[src/rtl/k_core_peeling_core_macros.svh]
// ----------------------------------------------------------------------------
// k-core peeling assertion macros
// shared property wrappers clocked on clk, disabled while rst_n is low
// ----------------------------------------------------------------------------
`ifndef K_CORE_PEELING_CORE_MACROS_SVH
`define K_CORE_PEELING_CORE_MACROS_SVH

// same-cycle implication
`define KCP_ASSERT_IMP(lbl, pre, post, msg) \
    lbl: assert property (@(posedge clk) disable iff (!rst_n) (pre) |-> (post)) \
        else $error(msg);

// next-cycle implication
`define KCP_ASSERT_NXT(lbl, pre, post, msg) \
    lbl: assert property (@(posedge clk) disable iff (!rst_n) (pre) |=> (post)) \
        else $error(msg);

`endif

[src/rtl/kcp_pkg.sv]
// ----------------------------------------------------------------------------
// kcp_pkg
// sizes, codes and controller/datapath interface types of the k-core peeler
// ----------------------------------------------------------------------------
package kcp_pkg;

    localparam int MAX_NODES = 1024;
    localparam int MAX_EDGES = 8192;
    localparam int NODE_W    = $clog2(MAX_NODES);
    localparam int NCNT_W    = NODE_W + 1;
    localparam int EDGE_W    = $clog2(MAX_EDGES);
    localparam int ECNT_W    = EDGE_W + 1;
    localparam int DEG_W     = 14;
    localparam int K_W       = 14;
    localparam int NC_W      = 11;
    localparam int CFG_IDX_W = 2;
    localparam int CFG_DAT_W = 14;

    localparam logic [CFG_IDX_W-1:0] CFG_K_THRESHOLD = 2'd0;
    localparam logic [CFG_IDX_W-1:0] CFG_NODE_COUNT  = 2'd1;

    localparam logic [K_W-1:0]  K_RESET  = 14'd2;
    localparam logic [NC_W-1:0] NC_RESET = 11'd1024;

    typedef enum logic [1:0] {
        KIND_LOAD  = 2'd0,
        KIND_RUN   = 2'd1,
        KIND_QUERY = 2'd2,
        KIND_CLEAR = 2'd3
    } kind_t;

    typedef enum logic [1:0] {
        ST_OK      = 2'd0,
        ST_FULL    = 2'd1,
        ST_ORDER   = 2'd2,
        ST_NOT_RUN = 2'd3
    } status_t;

    typedef enum logic [4:0] {
        OP_NONE,
        OP_LATCH,
        OP_FILL_INIT,
        OP_FILL,
        OP_STORE,
        OP_CLEAR,
        OP_QRD,
        OP_RESULT,
        OP_RUN_INIT,
        OP_RC_RD,
        OP_RC_WR,
        OP_PK_POP,
        OP_PK_DEAD,
        OP_PK_BEGIN,
        OP_PK_END,
        OP_PK_EDGE,
        OP_PK_NBR,
        OP_PK_UPD,
        OP_FINISH
    } op_t;

    typedef struct packed {
        op_t     op;
        status_t res_status;
        logic    res_query;
    } kcp_cmd_t;

    typedef struct packed {
        kind_t kind;
        logic  order_err;
        logic  full;
        logic  fill_done;
        logic  rc_last;
        logic  wl_nonempty;
        logic  edge_left;
        logic  t_in_use;
        logic  done;
    } kcp_stat_t;

endpackage

[src/rtl/kcp_ctrl.sv]
// ----------------------------------------------------------------------------
// kcp_ctrl
// sequencer for load, run, query and clear; owns the result beat valid
// ----------------------------------------------------------------------------
module kcp_ctrl (
    input  logic              clk,
    input  logic              rst_n,
    input  logic              s_tvalid,
    output logic              s_tready,
    output logic              m_tvalid,
    input  logic              m_tready,
    input  kcp_pkg::kcp_stat_t st,
    output kcp_pkg::kcp_cmd_t  cmd
);
    import kcp_pkg::*;

    typedef enum logic [4:0] {
        S_IDLE, S_DISPATCH, S_FILL_INIT, S_FILL, S_STORE, S_QRD, S_CLEAR,
        S_RUN_INIT, S_RC_RD, S_RC_WR, S_PK_POP, S_PK_DEAD, S_PK_BEGIN,
        S_PK_END, S_PK_EDGE, S_PK_NBR, S_PK_UPD, S_FINISH, S_RESULT
    } state_t;

    state_t  state_reg, state_next;
    status_t res_status_reg, res_status_next;
    logic    res_query_reg, res_query_next;
    logic    out_valid_reg, out_valid_next;
    op_t     op;
    logic    slot_free;

    assign slot_free = !out_valid_reg || m_tready;
    assign s_tready  = (state_reg == S_IDLE);
    assign m_tvalid  = out_valid_reg;

    // next state and command
    always_comb
    begin
        state_next      = state_reg;
        res_status_next = res_status_reg;
        res_query_next  = res_query_reg;
        op              = OP_NONE;
        case (state_reg)
            S_IDLE:
            begin
                if (s_tvalid)
                begin
                    op         = OP_LATCH;
                    state_next = S_DISPATCH;
                end
            end
            S_DISPATCH:
            begin
                res_status_next = ST_OK;
                res_query_next  = 1'b0;
                case (st.kind)
                    KIND_LOAD:
                    begin
                        if (st.order_err)
                        begin
                            res_status_next = ST_ORDER;
                            state_next      = S_RESULT;
                        end
                        else if (st.full)
                        begin
                            res_status_next = ST_FULL;
                            state_next      = S_RESULT;
                        end
                        else
                        begin
                            state_next = S_FILL_INIT;
                        end
                    end
                    KIND_RUN:   state_next = S_RUN_INIT;
                    KIND_QUERY:
                    begin
                        res_query_next  = 1'b1;
                        res_status_next = st.done ? ST_OK : ST_NOT_RUN;
                        state_next      = S_QRD;
                    end
                    default:    state_next = S_CLEAR;
                endcase
            end
            S_FILL_INIT:
            begin
                op         = OP_FILL_INIT;
                state_next = S_FILL;
            end
            S_FILL:
            begin
                if (st.fill_done)
                begin
                    state_next = S_STORE;
                end
                else
                begin
                    op = OP_FILL;
                end
            end
            S_STORE:
            begin
                op         = OP_STORE;
                state_next = S_RESULT;
            end
            S_QRD:
            begin
                op         = OP_QRD;
                state_next = S_RESULT;
            end
            S_CLEAR:
            begin
                op         = OP_CLEAR;
                state_next = S_RESULT;
            end
            S_RUN_INIT:
            begin
                op         = OP_RUN_INIT;
                state_next = S_RC_RD;
            end
            S_RC_RD:
            begin
                op         = OP_RC_RD;
                state_next = S_RC_WR;
            end
            S_RC_WR:
            begin
                op         = OP_RC_WR;
                state_next = st.rc_last ? S_PK_POP : S_RC_RD;
            end
            S_PK_POP:
            begin
                if (st.wl_nonempty)
                begin
                    op         = OP_PK_POP;
                    state_next = S_PK_DEAD;
                end
                else
                begin
                    state_next = S_FINISH;
                end
            end
            S_PK_DEAD:
            begin
                op         = OP_PK_DEAD;
                state_next = S_PK_BEGIN;
            end
            S_PK_BEGIN:
            begin
                op         = OP_PK_BEGIN;
                state_next = S_PK_END;
            end
            S_PK_END:
            begin
                op         = OP_PK_END;
                state_next = S_PK_EDGE;
            end
            S_PK_EDGE:
            begin
                op         = OP_PK_EDGE;
                state_next = st.edge_left ? S_PK_NBR : S_PK_POP;
            end
            S_PK_NBR:
            begin
                op         = OP_PK_NBR;
                state_next = st.t_in_use ? S_PK_UPD : S_PK_EDGE;
            end
            S_PK_UPD:
            begin
                op         = OP_PK_UPD;
                state_next = S_PK_EDGE;
            end
            S_FINISH:
            begin
                op         = OP_FINISH;
                state_next = S_RESULT;
            end
            S_RESULT:
            begin
                if (slot_free)
                begin
                    op         = OP_RESULT;
                    state_next = S_IDLE;
                end
            end
            default: state_next = S_IDLE;
        endcase
    end

    always_comb
    begin
        out_valid_next = (out_valid_reg && !m_tready) || (op == OP_RESULT);
        cmd.op         = op;
        cmd.res_status = res_status_reg;
        cmd.res_query  = res_query_reg;
    end

    // state and registered outputs
    always_ff @(posedge clk or negedge rst_n)
    begin
        if (!rst_n)
        begin
            state_reg      <= S_IDLE;
            res_status_reg <= ST_OK;
            res_query_reg  <= 1'b0;
            out_valid_reg  <= 1'b0;
        end
        else
        begin
            state_reg      <= state_next;
            res_status_reg <= res_status_next;
            res_query_reg  <= res_query_next;
            out_valid_reg  <= out_valid_next;
        end
    end

endmodule

[config.mk]
export PLATFORM = sky130hd
export DESIGN_NAME = kcp_ctrl
export DESIGN_NICKNAME = d
export VERILOG_FILES = /design/src/rtl/k_core_peeling_core_macros.svh /design/src/rtl/kcp_pkg.sv /design/src/rtl/kcp_ctrl.sv
export SDC_FILE = /design/constraint.sdc
export NUM_CORES = 1
export LEC_CHECK = 0
export BUFFER_PORTS_ARGS = -buffer_cell sky130_fd_sc_hd__buf_2
export CAP_MARGIN = 20
export CORE_MARGIN = 10
export CORE_UTILIZATION = 50
export DETAILED_ROUTE_END_ITERATION = 8
export PLACE_DENSITY = 0.76
export SETUP_SLACK_MARGIN = 0.02
export SYNTH_ARGS = -nofsm -noshare
export SYNTH_HDL_FRONTEND = slang
export SYNTH_SLANG_ARGS = --single-unit
[constraint.sdc]
create_clock -name clk -period 3.8 [get_ports clk]
set_input_delay 0.19 -clock clk [delete_from_list [all_inputs] [get_ports clk]]
set_output_delay 0.19 -clock clk [all_outputs]
set_load 0.02 [all_outputs]
* Word level (Yosys, flattened, before mapping)
Cells that the tools add are included.
Cells by class: add/sub/neg operators 0, multiply operators 0, shifts and indexed selects 0, reductions and logical operators 10, divide/modulo/power cells 0, bitwise logic cells 0, equal/unequal tests 24, order comparisons 0, mux-type cells 21
Operators by type and width (count):
- 5-bit one-hot mux with 18 select lines | 1
- 5-bit one-hot mux with 15 select lines | 1
- 5-bit by 4-bit == test with 1-bit output (second input constant) | 8
- 5-bit two-way mux | 7
- 5-bit by 3-bit == test with 1-bit output (second input constant) | 5
- 5-bit == test (second input constant) | 3
- 5-bit one-hot mux with 3 select lines | 1
- 5-bit by 2-bit == test with 1-bit output (second input constant) | 2
- 2-bit two-way mux | 4
- 3-bit two-way mux | 2
- 2-bit != test (second input constant) | 3
- 5-bit by 1-bit == test with 1-bit output (second input constant) | 1
- 5-bit zero test | 1
- 4-bit two-way mux | 1
- 2-bit one-hot mux with 2 select lines | 1
- 4-bit OR reduction | 1
- 1-bit two-way mux | 3
- 3-bit AND reduction | 1
- 2-bit by 1-bit == test with 1-bit output (second input constant) | 1
- 2-bit == test (second input constant) | 1
- 1-bit zero test | 2
- 2-bit zero test | 1
- 1-bit logical OR | 2
- 2-bit OR reduction | 1
- 1-bit logical AND | 1
Word-level totals: memory bits (writable) 0, bits of input ports 14, output and inout bits 10, memory bits (read-only) 0, latch bits 0, memories 0, logic and storage cells 59, bits in registers 9

* Depth between registers and ports, before layout
word-level depth 6, depth in mapped cells 7

* Least setup slack after synthesis
OpenSTA, ideal clock, no wires.
path kind register -> register, start reg state_reg[1], end reg state_reg[3], clock period less this slack 1.654 ns, required time 3.732 ns, cell stages (with the launch flop) 6, path slack 2.146 ns, data arrival time 1.585 ns, path through dfrtp_1 buf_4 buf_4 nand3_1 a221oi_1 nand2b_1
Between the ends: longest elaborated chain between the ends 3, elaborated cells on any way between the ends 26
RTL lines:
- start: declaration | line kcp_ctrl.sv:23 | state_t state_reg, state_next;
- start signal: assignment | line kcp_ctrl.sv:207 | state_reg <= state_next;
- 5-bit == test, or another cell as far along | line kcp_ctrl.sv:41 | case (state_reg)
- 4-bit OR reduction (no line), or another cell as far along
- 5-bit one-hot mux with 15 select lines or 3-bit AND reduction (tied branches)
Several ways; a longest one is shown, not always the timed one. A chain may end at the register's enable or synchronous reset.

==> summary.md <==
| Metric | Value |
|---|---|
| Syn_area_per_cell | `7.68 µm²` |
| Total power draw | `0.845 mW` |
| Vias | `993` |
| Iteration-0 DRC Markers | `58` |
| Post-synth EDFFs | `0` |
| Setup WS post-layout | `1.49 ns` |
| Crit path launch | `state_reg[1]$_DFFE_PN0P_` |
| DRT Pass-1 Iters | `4` |
| Vias in the first global route | `969` |
| TritonCTS clock tree | `built` |
| Root Driver | `clkbuf_4` |
| Sw frac | `53.6%` |
| Highest metal used | `met4` |
| Placed insts | `159` |
| Layout area overhead | `11.7%` |
| Status | `completed` |
| Post-cts sizing count | `0` |
| WHS Path Cells | `3` |
| Tightest hold margin | `0.237 ns` |
| Initial antenna violation count | `0` |
| Post-DP HPWL | `1930 µm` |
| # Post-CTS Setup Buffers | `0` |
| Drt via density | `6.05` |
| Syn Std Cell Area | `937 µm²` |
| Skew-Pair Late Insertion Delay | `0.28 ns` |
| Post-synthesis sequential area ratio | `24.0%` |
| Die width | `63.3 µm` |
| WL per Instance | `15.7 µm` |
| Most common cell after layout, fill and taps aside | `buf_2` |
| Comb power frac | `59.6%` |
| Hold Buf Count CTS | `1` |
| Fillers | `172` |
| Maxcap violations | `0` |
| Worst Skew | `0.00923 ns` |
| Min cycle time layout | `2.31 ns` |
| Final hold viol count | `0` |
| P_int | `0.392 mW` |
| Setup Crit Path Kind | `flip-flop to output pin` |
| Worst-path clk slew | `0.07 ns` |
| Initial Util | `53.7%` |
| Final Cycle Share | `60.9%` |
| Global-route wire length before repair | `4200 µm` |
| Max reg flops | `5` |
| Relative slew slack | `55.6%` |
| Final WL | `2570 µm` |
| Worst Setup Slack post-DPL | `1.86 ns` |
| Clock buffer depth | `2` |
| Core Footprint | `1750 µm²` |
| I/O pin total | `24` |
| Cell area power density | `806 nW/µm²` |
| Register area | `225 µm²` |
| Share of cells above drive strength 1 | `23.0%` |
| Reg-to-Reg Start | `state_reg[1]$_DFFE_PN0P_` |
| Hold WC Path Type | `input port to flip-flop` |
| DRC errors left | `0` |
| Psw | `0.453 mW` |
| Final slew viol count | `0` |
| Worst Path Arrival | `2.12 ns` |
| Worst setup SP type | `flip-flop` |
| Asr flop ratio synth | `100%` |
| Multi-input logic area | `604 µm²` |
| H-tree levels | `1` |
| Fmax | `0.432 GHz` |
| Met2 WL post-DR | `1250 µm` |
| Met3 wire length | `207 µm` |
| R2r worst-path depth | `4` |
| Setup crit end kind | `output pin` |
| IO buf count | `23` |
| Gr ovfl total | `0` |
| RSZ-0062 raised after global routing | `no` |
| Cells after Synth | `122` |
| Die H | `63.3 µm` |
| Post-DRT Antenna Nets | `0` |
| Total inserted antenna cells | `0` |
| Largest net degree at the start of global routing | `24` |
| GRT Overall Usage | `12.7%` |
| Setup TNS Final | `0 ns` |
| RePlAce Congestion | `0.932` |
| Die area | `4010 µm²` |
| Primary FF master, synth | `dfrtp_1` |
| Post-Layout Cell Count | `164` |
| Nets | `157` |
| Part of the power in the clock network | `9.4%` |
| P_leak | `0.485 nW` |
| Syn nets | `139` |
| Synth cell types | `44` |
| Measured slew at the worst slew-check pin | `0.666 ns` |
| # clock sinks | `9` |
| Final setup viols | `0` |
| Synth Register Bits | `9` |
| CTS buffer count | `3` |
| Worst path required time | `3.61 ns` |
| YS warnings | `0` |
| WL met1 | `1050 µm` |
| Hold path start | `st[7]` |
| Seq pwr share | `31.0%` |
| Max IR drop VDD | `0.000373 V` |
| Most frequent cells in the layout | `23 x buf_2, 12 x nand2_1, 9 x inv_1, 9 x o21ai_0, 9 x dfrtp_1` |
| Row count | `15` |
| Crit-path max FO | `23` |
-- routing by layer --
metal  track usage, %  up-vias
met2             19.5       54
met3             2.47        8
met4             9.29        0
met5                0        -
li1                 -      474
met1             15.2      457
-- power by group through the flow --
stage,Sequential [mW],Clock (mW),Combinational [mW]
2_1_floorplan,0.170,0,0.494
3_3_place_gp,0.252,0,0.500
3_5_place_dp,0.258,0,0.502
4_1_cts,0.255,0.0812,0.505
5_1_grt,0.275,0.0851,0.555
6_report,0.262,0.0791,0.504
-- final timing paths --
| check | to | slack (ns) |
|---|---|---|
| max | cmd[3] | 1.49 |
| min | res_status_reg[1]$_DFFE_PN0P_ | 0.24 |
| max reg2reg | state_reg[2]$_DFFE_PN0P_ | 1.82 |
| min reg2reg | res_query_reg$_DFFE_PN0P_ | 0.47 |
| max in group asynchronous | m_tvalid$_DFF_PN0_ | 3.32 |
| min in group asynchronous | res_status_reg[0]$_DFFE_PN0P_ | 0.28 |
-- through the flow --
step	util, %	instance area [µm²]
after global routing	60.0	1050
after CTS	60.0	1050
after floorplan	-	937
final	60.0	1050
after detailed placement	57.8	1010
after global placement	57.8	1010
-- synthesized netlist by cell type, drive strengths merged, types with 3 or more instances --
cell / n / area share [%]
a21oi: 5 / 2.7
a31oi: 3 / 2.0
buf: 10 / 7.5
dfrtp: 9 / 24
ha: 3 / 4.0
inv: 9 / 3.6
nand2: 12 / 4.8
nand2b: 6 / 4.0
nand3: 6 / 3.2
nor2: 5 / 2.0
nor2b: 5 / 3.3
nor3: 3 / 2.1
o21ai: 9 / 4.8
-- cell type report --
type,count,share of cell area (%)
clock buffers,3,2.15
inverters,9,3.23
clock inverters,1,0.478
multi-input cells,93,57.7
flip-flops and latches,9,21.5
repair buffers,24,11.9
well taps,25,2.99
-- worst max-delay path: stages (launching register included) --
cell and delay (ns):
dfrtp_1 0.77, nand2_1 0.33, nor4_1 0.37, a211oi_1 0.09, o221ai_1 0.08, buf_2 0.20
-- logic make-up (layout without fill, tap and decap cells) --
family	Yosys count	count (layout)	synth area share (%)
and+or+nand+nor	52	52	31.8
AOI/OAI and AO/OA	36	36	26.2
muxes	1	1	1.60
adders and majority gates	3	3	4.01
buffers and inverters	20	37	11.5
DFF	9	9	24.0
xor gates and xnor gates	1	1	0.935
No activity file was read; power rests on OpenSTA's default activity.
